File: src/rtl/core/gray_world_white_balance_core_macros.svh
// Assertion macros shared by the gray-world white balance core.
`ifndef GRAY_WORLD_WHITE_BALANCE_CORE_MACROS_SVH
`define GRAY_WORLD_WHITE_BALANCE_CORE_MACROS_SVH

// Same-cycle implication, checked at every rising edge outside reset.
`define GWWB_ASSERT_IMP(label, clk, rstn, ante, cons) \
    label: assert property (@(posedge clk) disable iff (!(rstn)) (ante) |-> (cons)) \
        else $error("gwwb: same-cycle check failed");

// Next-cycle implication, checked at every rising edge outside reset.
`define GWWB_ASSERT_NXT(label, clk, rstn, ante, cons) \
    label: assert property (@(posedge clk) disable iff (!(rstn)) (ante) |=> (cons)) \
        else $error("gwwb: next-cycle check failed");

`endif

File: src/rtl/core/gwwb_pkg.sv
// Types and constants of the gray-world white balance core.
`default_nettype none

package gwwb_pkg;

    localparam int PIX_W       = 8;
    localparam int GAIN_W      = 16;
    localparam int GAIN_CNT_W  = $clog2(GAIN_W);
    localparam int IN_TDATA_W  = 5 * PIX_W;
    localparam int OUT_TDATA_W = 3 * PIX_W + 3 * GAIN_W;

    localparam int CFG_IDX_W  = 1;
    localparam int CFG_DATA_W = 8;
    localparam logic [CFG_IDX_W-1:0] CFG_IDX_CHROMA_HIGH = 1'b0;
    localparam logic [CFG_IDX_W-1:0] CFG_IDX_CHROMA_LOW  = 1'b1;
    localparam logic [PIX_W-1:0] CHROMA_HIGH_RST = 8'd145;
    localparam logic [PIX_W-1:0] CHROMA_LOW_RST  = 8'd110;

    localparam logic [GAIN_W-1:0] GAIN_MAX = 16'hFFFF;
    localparam logic [PIX_W-1:0]  PIX_MAX  = 8'hFF;

    // Queue depth must stay a power of two: pointers wrap by overflow.
    localparam int QUEUE_DEPTH = 4;
    localparam int QUEUE_PTR_W = $clog2(QUEUE_DEPTH);

    typedef struct packed {
        logic             last;
        logic             near_gray;
        logic [PIX_W-1:0] red;
        logic [PIX_W-1:0] green;
        logic [PIX_W-1:0] blue;
    } gwwb_item_t;

    typedef struct packed {
        logic busy;
        logic done;
    } gwwb_div_stat_t;

endpackage

`default_nettype wire

File: src/rtl/core/gwwb_queue.sv
// Short register queue between the classifying front and the processing back.
`default_nettype none

module gwwb_queue
    import gwwb_pkg::*;
(
    input  wire logic       aclk,
    input  wire logic       aresetn,
    input  wire logic       push,
    input  wire gwwb_item_t push_item,
    output logic            full,
    input  wire logic       pop,
    output logic            valid,
    output gwwb_item_t      head
);

    gwwb_item_t             mem_reg [QUEUE_DEPTH];
    logic [QUEUE_PTR_W-1:0] wr_ptr_reg, wr_ptr_next;
    logic [QUEUE_PTR_W-1:0] rd_ptr_reg, rd_ptr_next;
    logic [QUEUE_PTR_W:0]   count_reg, count_next;

    assign full  = (count_reg == (QUEUE_PTR_W+1)'(QUEUE_DEPTH));
    assign valid = (count_reg != '0);
    assign head  = mem_reg[rd_ptr_reg];

    always_comb begin
        wr_ptr_next = push ? wr_ptr_reg + 1'b1 : wr_ptr_reg;
        rd_ptr_next = pop  ? rd_ptr_reg + 1'b1 : rd_ptr_reg;
        count_next  = count_reg;
        if (push && !pop) begin
            count_next = count_reg + 1'b1;
        end else if (pop && !push) begin
            count_next = count_reg - 1'b1;
        end
    end

    always_ff @(posedge aclk) begin
        if (!aresetn) begin
            wr_ptr_reg <= '0;
            rd_ptr_reg <= '0;
            count_reg  <= '0;
        end else begin
            wr_ptr_reg <= wr_ptr_next;
            rd_ptr_reg <= rd_ptr_next;
            count_reg  <= count_next;
        end
    end

    always_ff @(posedge aclk) begin
        if (push) begin
            mem_reg[wr_ptr_reg] <= push_item;
        end
    end

endmodule

`default_nettype wire

File: src/rtl/core/gwwb_front.sv
// Input side: chroma window registers and near-gray classification.
`default_nettype none

module gwwb_front
    import gwwb_pkg::*;
(
    input  wire logic                  aclk,
    input  wire logic                  aresetn,
    input  wire logic                  cfg_wr_en,
    input  wire logic [CFG_IDX_W-1:0]  cfg_wr_index,
    input  wire logic [CFG_DATA_W-1:0] cfg_wr_data,
    input  wire logic                  s_axis_tvalid,
    output logic                       s_axis_tready,
    input  wire logic [IN_TDATA_W-1:0] s_axis_tdata,
    input  wire logic                  s_axis_tlast,
    input  wire logic                  q_full,
    output logic                       q_push,
    output gwwb_item_t                 q_item
);

    logic [PIX_W-1:0] chroma_high_reg, chroma_high_next;
    logic [PIX_W-1:0] chroma_low_reg, chroma_low_next;
    logic [PIX_W-1:0] ca, cb;

    assign s_axis_tready = !q_full;
    assign q_push        = s_axis_tvalid && !q_full;

    assign ca = s_axis_tdata[4*PIX_W-1:3*PIX_W];
    assign cb = s_axis_tdata[5*PIX_W-1:4*PIX_W];

    always_comb begin
        q_item.blue      = s_axis_tdata[PIX_W-1:0];
        q_item.green     = s_axis_tdata[2*PIX_W-1:PIX_W];
        q_item.red       = s_axis_tdata[3*PIX_W-1:2*PIX_W];
        q_item.last      = s_axis_tlast;
        q_item.near_gray = (ca >= chroma_low_reg) && (ca <= chroma_high_reg) &&
                           (cb >= chroma_low_reg) && (cb <= chroma_high_reg);
    end

    always_comb begin
        chroma_high_next = chroma_high_reg;
        chroma_low_next  = chroma_low_reg;
        if (cfg_wr_en) begin
            unique case (cfg_wr_index)
                CFG_IDX_CHROMA_HIGH: chroma_high_next = cfg_wr_data;
                CFG_IDX_CHROMA_LOW:  chroma_low_next  = cfg_wr_data;
                default: ;
            endcase
        end
    end

    always_ff @(posedge aclk) begin
        if (!aresetn) begin
            chroma_high_reg <= CHROMA_HIGH_RST;
            chroma_low_reg  <= CHROMA_LOW_RST;
        end else begin
            chroma_high_reg <= chroma_high_next;
            chroma_low_reg  <= chroma_low_next;
        end
    end

endmodule

`default_nettype wire

File: src/rtl/core/gwwb_div.sv
// Restoring divider for one channel gain: round(total * 2^F / (3 * chan)), saturated.
`default_nettype none

module gwwb_div
    import gwwb_pkg::*;
#(
    parameter int PIXEL_COUNT_BITS = 22,
    parameter int GAIN_FRAC_BITS   = 12
) (
    input  wire logic                        aclk,
    input  wire logic                        aresetn,
    input  wire logic                        start,
    input  wire logic [PIXEL_COUNT_BITS+9:0] total,
    input  wire logic [PIXEL_COUNT_BITS+7:0] chan,
    output gwwb_div_stat_t                   stat,
    output logic [GAIN_W-1:0]                quot
);

    localparam int SUM_W = PIXEL_COUNT_BITS + 8;
    localparam int TOT_W = PIXEL_COUNT_BITS + 10;
    localparam int D3_W  = SUM_W + 2;
    localparam int D_W   = SUM_W + 3;
    localparam int N_W   = TOT_W + GAIN_FRAC_BITS + 2;
    localparam int CMP_W = D_W + GAIN_W;

    localparam logic [1:0] DV_IDLE  = 2'd0;
    localparam logic [1:0] DV_SETUP = 2'd1;
    localparam logic [1:0] DV_CHECK = 2'd2;
    localparam logic [1:0] DV_ITER  = 2'd3;

    logic [1:0]            state_reg, state_next;
    logic                  done_reg, done_next;
    logic [TOT_W-1:0]      total_reg, total_next;
    logic [D3_W-1:0]       d3_reg, d3_next;
    logic [N_W-1:0]        n_reg, n_next;
    logic [D_W-1:0]        d_reg, d_next;
    logic [D_W-1:0]        rem_reg, rem_next;
    logic [GAIN_W-1:0]     nlow_reg, nlow_next;
    logic [GAIN_W-1:0]     quot_reg, quot_next;
    logic [GAIN_CNT_W-1:0] cnt_reg, cnt_next;
    logic [D_W:0]          trial;
    logic                  trial_ge;

    assign stat.busy = (state_reg != DV_IDLE);
    assign stat.done = done_reg;
    assign quot      = quot_reg;

    assign trial    = {rem_reg, nlow_reg[GAIN_W-1]};
    assign trial_ge = (trial >= {1'b0, d_reg});

    always_comb begin
        state_next = state_reg;
        done_next  = 1'b0;
        total_next = total_reg;
        d3_next    = d3_reg;
        n_next     = n_reg;
        d_next     = d_reg;
        rem_next   = rem_reg;
        nlow_next  = nlow_reg;
        quot_next  = quot_reg;
        cnt_next   = cnt_reg;
        unique case (state_reg)
            DV_IDLE: begin
                if (start) begin
                    if (chan == '0) begin
                        quot_next = GAIN_MAX;
                        done_next = 1'b1;
                    end else begin
                        total_next = total;
                        d3_next    = D3_W'(chan) + {1'b0, chan, 1'b0};
                        state_next = DV_SETUP;
                    end
                end
            end
            DV_SETUP: begin
                // Numerator carries the half-divisor term for round half up.
                n_next     = (N_W'(total_reg) << (GAIN_FRAC_BITS + 1)) + N_W'(d3_reg);
                d_next     = {d3_reg, 1'b0};
                state_next = DV_CHECK;
            end
            DV_CHECK: begin
                if (CMP_W'(n_reg) >= {d_reg, GAIN_W'(0)}) begin
                    quot_next  = GAIN_MAX;
                    done_next  = 1'b1;
                    state_next = DV_IDLE;
                end else begin
                    rem_next   = D_W'(n_reg >> GAIN_W);
                    nlow_next  = n_reg[GAIN_W-1:0];
                    quot_next  = '0;
                    cnt_next   = '0;
                    state_next = DV_ITER;
                end
            end
            DV_ITER: begin
                rem_next  = trial_ge ? D_W'(trial - {1'b0, d_reg}) : D_W'(trial);
                nlow_next = {nlow_reg[GAIN_W-2:0], 1'b0};
                quot_next = {quot_reg[GAIN_W-2:0], trial_ge};
                cnt_next  = cnt_reg + 1'b1;
                if (cnt_reg == GAIN_CNT_W'(GAIN_W - 1)) begin
                    done_next  = 1'b1;
                    state_next = DV_IDLE;
                end
            end
            default: state_next = DV_IDLE;
        endcase
    end

    always_ff @(posedge aclk) begin
        if (!aresetn) begin
            state_reg <= DV_IDLE;
            done_reg  <= 1'b0;
        end else begin
            state_reg <= state_next;
            done_reg  <= done_next;
        end
    end

    always_ff @(posedge aclk) begin
        total_reg <= total_next;
        d3_reg    <= d3_next;
        n_reg     <= n_next;
        d_reg     <= d_next;
        rem_reg   <= rem_next;
        nlow_reg  <= nlow_next;
        quot_reg  <= quot_next;
        cnt_reg   <= cnt_next;
    end

endmodule

`default_nettype wire

File: src/rtl/core/gwwb_back.sv
// Processing side: gain apply, gray sums, frame-end gain sequencing, output register.
`default_nettype none

module gwwb_back
    import gwwb_pkg::*;
#(
    parameter int PIXEL_COUNT_BITS = 22,
    parameter int GAIN_FRAC_BITS   = 12
) (
    input  wire logic                        aclk,
    input  wire logic                        aresetn,
    input  wire logic                        q_valid,
    input  wire gwwb_item_t                  q_item,
    output logic                             q_pop,
    output logic                             div_start,
    output logic [PIXEL_COUNT_BITS+9:0]      div_total,
    output logic [PIXEL_COUNT_BITS+7:0]      div_chan,
    input  wire gwwb_div_stat_t              div_stat,
    input  wire logic [GAIN_W-1:0]           div_quot,
    output logic                             m_axis_tvalid,
    input  wire logic                        m_axis_tready,
    output logic [OUT_TDATA_W-1:0]           m_axis_tdata,
    output logic                             m_axis_tuser
);

    localparam int SUM_W  = PIXEL_COUNT_BITS + 8;
    localparam int SUMX_W = SUM_W + 1;
    localparam int TOT_W  = PIXEL_COUNT_BITS + 10;
    localparam int PROD_W = PIX_W + GAIN_W + 1;
    localparam logic [GAIN_W-1:0] UNITY_GAIN = GAIN_W'(1) << GAIN_FRAC_BITS;
    localparam logic [PROD_W-1:0] ROUND_HALF = PROD_W'(1) << (GAIN_FRAC_BITS - 1);

    localparam logic [2:0] ST_RUN   = 3'd0;
    localparam logic [2:0] ST_TOTAL = 3'd1;
    localparam logic [2:0] ST_START = 3'd2;
    localparam logic [2:0] ST_WAIT  = 3'd3;
    localparam logic [2:0] ST_EMIT  = 3'd4;

    localparam logic [1:0] CH_BLUE  = 2'd0;
    localparam logic [1:0] CH_GREEN = 2'd1;
    localparam logic [1:0] CH_RED   = 2'd2;

    logic [2:0]             state_reg, state_next;
    logic [1:0]             ch_reg, ch_next;
    logic                   upd_reg, upd_next;
    logic                   m_valid_reg, m_valid_next;
    logic [SUM_W-1:0]       sum_b_reg, sum_b_next;
    logic [SUM_W-1:0]       sum_g_reg, sum_g_next;
    logic [SUM_W-1:0]       sum_r_reg, sum_r_next;
    logic [GAIN_W-1:0]      gain_b_reg, gain_b_next;
    logic [GAIN_W-1:0]      gain_g_reg, gain_g_next;
    logic [GAIN_W-1:0]      gain_r_reg, gain_r_next;
    logic [TOT_W-1:0]       total_reg, total_next;
    logic [3*PIX_W-1:0]     hold_pix_reg, hold_pix_next;
    logic [OUT_TDATA_W-1:0] m_data_reg, m_data_next;
    logic                   m_user_reg, m_user_next;
    logic                   out_free;
    logic [3*PIX_W-1:0]     pix_out;

    function automatic logic [PIX_W-1:0] apply_gain(input logic [PIX_W-1:0] p,
                                                    input logic [GAIN_W-1:0] g);
        logic [PROD_W-1:0] prod;
        logic [PROD_W-1:0] scaled;
        prod   = PROD_W'(p) * PROD_W'(g) + ROUND_HALF;
        scaled = prod >> GAIN_FRAC_BITS;
        apply_gain = (scaled > PROD_W'(PIX_MAX)) ? PIX_MAX : scaled[PIX_W-1:0];
    endfunction

    function automatic logic [SUM_W-1:0] sat_add(input logic [SUM_W-1:0] acc,
                                                 input logic [PIX_W-1:0] v);
        logic [SUMX_W-1:0] s;
        s = {1'b0, acc} + SUMX_W'(v);
        sat_add = s[SUM_W] ? '1 : s[SUM_W-1:0];
    endfunction

    assign out_free      = !m_valid_reg || m_axis_tready;
    assign q_pop         = (state_reg == ST_RUN) && q_valid && out_free;
    assign m_axis_tvalid = m_valid_reg;
    assign m_axis_tdata  = m_data_reg;
    assign m_axis_tuser  = m_user_reg;
    assign div_total     = total_reg;
    assign pix_out       = {apply_gain(q_item.red, gain_r_reg),
                            apply_gain(q_item.green, gain_g_reg),
                            apply_gain(q_item.blue, gain_b_reg)};

    always_comb begin
        case (ch_reg)
            CH_BLUE:  div_chan = sum_b_reg;
            CH_GREEN: div_chan = sum_g_reg;
            default:  div_chan = sum_r_reg;
        endcase
    end

    always_comb begin
        state_next    = state_reg;
        ch_next       = ch_reg;
        upd_next      = upd_reg;
        m_valid_next  = m_valid_reg && !m_axis_tready;
        sum_b_next    = sum_b_reg;
        sum_g_next    = sum_g_reg;
        sum_r_next    = sum_r_reg;
        gain_b_next   = gain_b_reg;
        gain_g_next   = gain_g_reg;
        gain_r_next   = gain_r_reg;
        total_next    = total_reg;
        hold_pix_next = hold_pix_reg;
        m_data_next   = m_data_reg;
        m_user_next   = m_user_reg;
        div_start     = 1'b0;
        unique case (state_reg)
            ST_RUN: begin
                if (q_pop) begin
                    if (q_item.near_gray) begin
                        sum_b_next = sat_add(sum_b_reg, q_item.blue);
                        sum_g_next = sat_add(sum_g_reg, q_item.green);
                        sum_r_next = sat_add(sum_r_reg, q_item.red);
                    end
                    if (q_item.last) begin
                        hold_pix_next = pix_out;
                        state_next    = ST_TOTAL;
                    end else begin
                        m_valid_next = 1'b1;
                        m_data_next  = {gain_r_reg, gain_g_reg, gain_b_reg, pix_out};
                        m_user_next  = 1'b0;
                    end
                end
            end
            ST_TOTAL: begin
                total_next = TOT_W'(sum_b_reg) + TOT_W'(sum_g_reg) + TOT_W'(sum_r_reg);
                ch_next    = CH_BLUE;
                state_next = ST_START;
            end
            ST_START: begin
                if (total_reg == '0) begin
                    upd_next   = 1'b0;
                    state_next = ST_EMIT;
                end else begin
                    div_start  = 1'b1;
                    state_next = ST_WAIT;
                end
            end
            ST_WAIT: begin
                if (div_stat.done) begin
                    case (ch_reg)
                        CH_BLUE:  gain_b_next = div_quot;
                        CH_GREEN: gain_g_next = div_quot;
                        default:  gain_r_next = div_quot;
                    endcase
                    if (ch_reg == CH_RED) begin
                        upd_next   = 1'b1;
                        state_next = ST_EMIT;
                    end else begin
                        ch_next    = ch_reg + 1'b1;
                        state_next = ST_START;
                    end
                end
            end
            ST_EMIT: begin
                if (out_free) begin
                    m_valid_next = 1'b1;
                    m_data_next  = {gain_r_reg, gain_g_reg, gain_b_reg, hold_pix_reg};
                    m_user_next  = upd_reg;
                    sum_b_next   = '0;
                    sum_g_next   = '0;
                    sum_r_next   = '0;
                    state_next   = ST_RUN;
                end
            end
            default: state_next = ST_RUN;
        endcase
    end

    always_ff @(posedge aclk) begin
        if (!aresetn) begin
            state_reg   <= ST_RUN;
            ch_reg      <= CH_BLUE;
            upd_reg     <= 1'b0;
            m_valid_reg <= 1'b0;
            sum_b_reg   <= '0;
            sum_g_reg   <= '0;
            sum_r_reg   <= '0;
            gain_b_reg  <= UNITY_GAIN;
            gain_g_reg  <= UNITY_GAIN;
            gain_r_reg  <= UNITY_GAIN;
        end else begin
            state_reg   <= state_next;
            ch_reg      <= ch_next;
            upd_reg     <= upd_next;
            m_valid_reg <= m_valid_next;
            sum_b_reg   <= sum_b_next;
            sum_g_reg   <= sum_g_next;
            sum_r_reg   <= sum_r_next;
            gain_b_reg  <= gain_b_next;
            gain_g_reg  <= gain_g_next;
            gain_r_reg  <= gain_r_next;
        end
    end

    always_ff @(posedge aclk) begin
        total_reg    <= total_next;
        hold_pix_reg <= hold_pix_next;
        m_data_reg   <= m_data_next;
        m_user_reg   <= m_user_next;
    end

endmodule

`default_nettype wire

File: src/rtl/core/gray_world_white_balance_core.sv
// An ordinary pixel reaches m_axis through the queue and then the output register.
// Throughput: one pixel per cycle while no frame end is in work and m_axis_tready holds no output.
// Frame end: the last pixel's result waits for the gain update, which runs the gains in turn,
//   per gain: start, setup, range check, 16 quotient steps, done.
// Reset (aresetn, synchronous, active low): sums clear, gains go to unity, chroma
//   window returns to [110, 145], queue and output register empty.
`default_nettype none

`include "gray_world_white_balance_core_macros.svh"

module gray_world_white_balance_core
    import gwwb_pkg::*;
#(
    parameter int PIXEL_COUNT_BITS = 22,
    parameter int GAIN_FRAC_BITS   = 12
) (
    input  wire logic                   aclk,
    input  wire logic                   aresetn,
    // Configuration writes: index 0 chroma_high, index 1 chroma_low.
    input  wire logic                   cfg_wr_en,
    input  wire logic [CFG_IDX_W-1:0]   cfg_wr_index,
    input  wire logic [CFG_DATA_W-1:0]  cfg_wr_data,
    // Pixel input.
    input  wire logic                   s_axis_tvalid,
    output logic                        s_axis_tready,
    // tdata, low to high: pix_blue, pix_green, pix_red, chroma_a, chroma_b
    input  wire logic [IN_TDATA_W-1:0]  s_axis_tdata,
    // tlast: frame_last
    input  wire logic                   s_axis_tlast,
    // Balanced pixel output.
    output logic                        m_axis_tvalid,
    input  wire logic                   m_axis_tready,
    // tdata, low to high: out_blue, out_green, out_red, gain_blue, gain_green, gain_red
    output logic [OUT_TDATA_W-1:0]      m_axis_tdata,
    // tuser: gains_updated
    output logic                        m_axis_tuser
);

    gwwb_item_t                    push_item;
    gwwb_item_t                    q_head;
    logic                          q_push;
    logic                          q_pop;
    logic                          q_full;
    logic                          q_valid;
    logic                          div_start;
    logic [PIXEL_COUNT_BITS+9:0]   div_total;
    logic [PIXEL_COUNT_BITS+7:0]   div_chan;
    gwwb_div_stat_t                div_stat;
    logic [GAIN_W-1:0]             div_quot;

    // Front: hold the chroma window, classify each pixel and push it.
    gwwb_front u_front (
        .aclk          (aclk),
        .aresetn       (aresetn),
        .cfg_wr_en     (cfg_wr_en),
        .cfg_wr_index  (cfg_wr_index),
        .cfg_wr_data   (cfg_wr_data),
        .s_axis_tvalid (s_axis_tvalid),
        .s_axis_tready (s_axis_tready),
        .s_axis_tdata  (s_axis_tdata),
        .s_axis_tlast  (s_axis_tlast),
        .q_full        (q_full),
        .q_push        (q_push),
        .q_item        (push_item)
    );

    // Queue: decouple input acceptance from the frame-end stall of the back.
    gwwb_queue u_queue (
        .aclk      (aclk),
        .aresetn   (aresetn),
        .push      (q_push),
        .push_item (push_item),
        .full      (q_full),
        .pop       (q_pop),
        .valid     (q_valid),
        .head      (q_head)
    );

    // Back: apply held gains, accumulate gray sums, sequence the gain update.
    gwwb_back #(
        .PIXEL_COUNT_BITS (PIXEL_COUNT_BITS),
        .GAIN_FRAC_BITS   (GAIN_FRAC_BITS)
    ) u_back (
        .aclk          (aclk),
        .aresetn       (aresetn),
        .q_valid       (q_valid),
        .q_item        (q_head),
        .q_pop         (q_pop),
        .div_start     (div_start),
        .div_total     (div_total),
        .div_chan      (div_chan),
        .div_stat      (div_stat),
        .div_quot      (div_quot),
        .m_axis_tvalid (m_axis_tvalid),
        .m_axis_tready (m_axis_tready),
        .m_axis_tdata  (m_axis_tdata),
        .m_axis_tuser  (m_axis_tuser)
    );

    // Divider: one channel gain per run, shared by all three channels.
    gwwb_div #(
        .PIXEL_COUNT_BITS (PIXEL_COUNT_BITS),
        .GAIN_FRAC_BITS   (GAIN_FRAC_BITS)
    ) u_div (
        .aclk    (aclk),
        .aresetn (aresetn),
        .start   (div_start),
        .total   (div_total),
        .chan    (div_chan),
        .stat    (div_stat),
        .quot    (div_quot)
    );

    // Never launch a division while the previous one is still running.
    `GWWB_ASSERT_IMP(a_div_start_idle, aclk, aresetn, div_start, !div_stat.busy)
    // Hold the queue while a division result comes back.
    `GWWB_ASSERT_IMP(a_no_pop_on_done, aclk, aresetn, div_stat.done, !q_pop)
    // After a frame's last pixel leaves the queue, stall the queue for the gain update.
    `GWWB_ASSERT_NXT(a_stall_after_last, aclk, aresetn, q_pop && q_head.last, !q_pop)

endmodule

`default_nettype wire
File: config.mk
export PLATFORM = sky130hd
export DESIGN_NAME = gray_world_white_balance_core
export DESIGN_NICKNAME = d
export VERILOG_FILES = /design/src/rtl/core/gwwb_pkg.sv /design/src/rtl/core/gwwb_queue.sv /design/src/rtl/core/gwwb_front.sv /design/src/rtl/core/gwwb_div.sv /design/src/rtl/core/gwwb_back.sv /design/src/rtl/core/gray_world_white_balance_core.sv
export VERILOG_INCLUDE_DIRS = /design/src /design/src/rtl/core
export SDC_FILE = /design/constraint.sdc
export NUM_CORES = 2
export LEC_CHECK = 0
export ABC_AREA = 1
export BUFFER_PORTS_ARGS = -buffer_cell sky130_fd_sc_hd__buf_2
export CELL_PAD_IN_SITES_DETAIL_PLACEMENT = 2
export CELL_PAD_IN_SITES_GLOBAL_PLACEMENT = 2
export CORE_MARGIN = 5
export CORE_UTILIZATION = 25
export CTS_CLUSTER_DIAMETER = 200
export DETAILED_ROUTE_END_ITERATION = 8
export GPL_TIMING_DRIVEN = 0
export PLACE_DENSITY = 0.67
export REMOVE_ABC_BUFFERS = 1
export SYNTH_ARGS = -nofsm -noshare
export SYNTH_HDL_FRONTEND = slang
export SYNTH_HIERARCHICAL = 1
export SYNTH_SLANG_ARGS = --single-unit
File: constraint.sdc
create_clock -name aclk -period 9.55 [get_ports aclk]
set_input_delay 1.4325 -clock aclk [delete_from_list [all_inputs] [get_ports aclk]]
set_output_delay 1.4325 -clock aclk [all_outputs]
set_load 0.02 [all_outputs]
==> run_results.csv <==
group,metric,value,unit
floorplan,fp.dieW,459.2,um
logic_synthesis,yosysSeqAreaShare,0.3252,
floorplan,die_h,459.2,um
finish,regArea,16410,um^2
logic_synthesis,yosysUniqueCellTypes,64,
worst_setup_path,required,10.00,ns
logic_synthesis,synth_commonest_cells,"nand2_1 (1,790), inv_1 (1,278), nor2_1 (504)",
logic_synthesis,ys_top_cells_by_area,"edfxtp_1 (26%), nand2_1 (13%), fa_1 (11%)",
global_routing,grt_max_degree,75,
worst_hold_path,hold_path_class,"reg -> reg",
timing,rsz0062_at_grt,"no",
worst_setup_path,arrival,7.51,ns
worst_setup_path,cp_max_fo,27,
worst_setup_path,critical_path_class,"reg -> reg",
timing,fin_ws,2.490,ns
floorplan,die_area,210900,um^2
global_routing,grt_first_pass_wirelength,278200,um
floorplan,io_pins,130,
finish,fillCellCount,23310,
clock_tree,cts.sinks,604,
timing,period_minus_slack,7.060,ns
detailed_routing,postRouteWirelength,178300,um
logic_synthesis,ys.flop_type,"edfxtp_1",
logic_synthesis,avgSynthCellArea,7.758,um^2
timing,period_share,0.7393,
clock_tree,post-cts-setup-buffer-count,0,
logic_synthesis,async_flop_share,0,
logic_synthesis,syn_inst,6503,
pwr,irDropWorstVdd,0.1240,mV
clock_tree,cts_buffers,79,
clock_tree,cts_resized,0,
worst_setup_path,slowest_delay,1.15,ns
timing,skew,0.05090,ns
pwr,powerDensity,222.2,nW/um^2
logic_synthesis,syn_area,50450,um^2
logic_synthesis,synth_top_area_cell,"edfxtp_1",
logic_synthesis,synth_most_common_cell,"nand2_1",
clock_tree,clkLatencyLatePin,0.71,ns
detailed_routing,drc,0,
logic_synthesis,ys_seq_elements,604,
floorplan,start_util,0.2519,
global_routing,grt_pass1_vias,47760,
placed_design,dp_slack,2.453,ns
global_routing,antenna_found_initial,9,
global_routing,grt_remaining_overflow,0,
clock_tree,htreeDepth,3,
detailed_routing,vias,42790,
worst_setup_path,cp-end-kind,"flip-flop",
finish,drive_gt1_frac,0.07827,
worst_hold_path,min_path_cells,0,
run,maxCapViolations,0,
timing,setup-violations-final,0,
timing,slew_viol_final,0,
detailed_routing,drt_iter0_drc,1776,
worst_setup_path,start_kind,"flip-flop",
logic_synthesis,yosysWarnings,6,
global_routing,busiest_layer,"met2",
timing,fmax,0.1416,GHz
worst_hold_path,min_from,"u_div/d3_reg[2]$_DFFE_PP_",
clock_tree,cts_tree,"built",
logic_synthesis,synth-edff-count,431,
detailed_routing,wl_per_cell,19.20,um
timing,worst_pin_slew,1.418,ns
clock_tree,path_clk_slew,0.06,ns
global_routing,grt_use_met3,0.01536,
timing,relSlewSlack,0.05449,
worst_setup_path,cpMaxStageDelayCell,"dfxtp_1",
placed_design,port_buffers,129,
detailed_routing,ant_nets,0,
worst_setup_path,worstRegToRegCells,26,
global_routing,grt_usage,0.1672,
clock_tree,clk_path_buf_depth,3,
clock_tree,cts_hold_buf,0,
worst_setup_path,crit_path_frequent_cell,"nand2_1",
finish,nNetsFinal,7290,
detailed_routing,dr.pass1.iters,5,
timing,fin_hold_ws,0.4200,ns
finish,largest_reg_flops,104,
placed_design,hpwl,143100,um
global_routing,met1_usage,0.2153,
logic_synthesis,synth_top_area_frac,0.2565,
floorplan,fp.coreArea,200300,um^2
clock_tree,ctsRootBufferMaster,"clkbuf_16",
detailed_routing,vias_per_cell,4.608,
status,status,"complete, no violations",
finish,area_growth,13.18,%
global_routing,grt.met2_usage,0.2994,
finish,multi_input_area,28220,um^2
pwr,p_leak,0.02825,uW
placed_design,place_congestion,0.8228,
floorplan,row_count,164,
timing,timing.final.hold_violations,0,
-- path summary, 6_finish.rpt --
path / to / slack [ns]
max reg2reg: u_back/m_axis_tdata[6]$_DFFE_PP_ / 2.49
max: u_back/m_axis_tdata[6]$_DFFE_PP_ / 2.49
min reg2reg: u_div/n_reg[2]$_DFFE_PN_ / 0.42
min: u_div/n_reg[2]$_DFFE_PN_ / 0.42
-- power breakdown --
part	switching, uW	internal (uW)
clock network	1300	1820
logic	3900	1720
registers	346	3600
total	5550	7140
-- logic make-up after synthesis --
family,share of synthesized area
buf+inv,0.1194
simple gates,0.2333
xor+xnor,0.02622
fa+ha+maj,0.2109
flops,0.3252
compound gates,0.08500
-- through the flow --
stage	setup TNS, ns	instance area, um^2	util	total power [uW]	cells
finish	0	57100	0.2851	12690	9287
global route	0	57090	0.2851	13550	9286
CTS	0	57000	0.2846	12900	9272
detailed placement	0	54370	0.2715	9676	9130
global placement	-702.33	53300	0.2662	8930	9074
floorplan	0	49340	-	7170	6289
-- layout make-up --
class                           instances  share of cell area
Antenna cell                           13           0.0005698
Clock buffer                          106             0.03780
Clock inverter                         36            0.008349
Inverter                             1304             0.08610
Multi-Input combinational cell       4381              0.4943
Sequential cell                       604              0.2874
Tap cell                             2656             0.05820
Timing Repair Buffer                  187             0.02728
-- layer usage --
layer  up-vias  wire (um)
li1      20460          -
met1     21700      81820
met2       449      87180
met3       176       4239
met4         0       5095
met5         -          0
-- worst max-delay path: cells and delay by family (launching register included) --
| family | cells | cell delay (ns) |
|---|---|---|
| AO/OA/AOI/OAI | 2 | 0.56 |
| adder cells (fa/ha/maj) | 5 | 2.49 |
| flip-flops | 1 | 1.15 |
| AND/OR/NAND/NOR | 14 | 1.57 |
| buffers and inverters | 5 | 1.00 |
-- placed cells by master (no fill, tap or decap), drive strengths merged, types with 5 or more instances in the layout --
cell type and n:
nand2 1822, inv 1313, nor2 535, edfxtp 431, ha 391, a21oi 319
o21ai 305, fa 287, nand3 254, buf 187, dfxtp 173, clkbuf 106
xor2 92, nand4 75, xnor2 59, nor3 54, a22oi 28, o22ai 27
nand3b 22, nor4 20, o211ai 18, clkinv 15, diode 13, a21o 13
o21bai 13, bufinv 9, a21boi 9, a31oi 8, o21a 8, and3 5
or2 5
No activity file was read; power rests on OpenSTA's default activity.
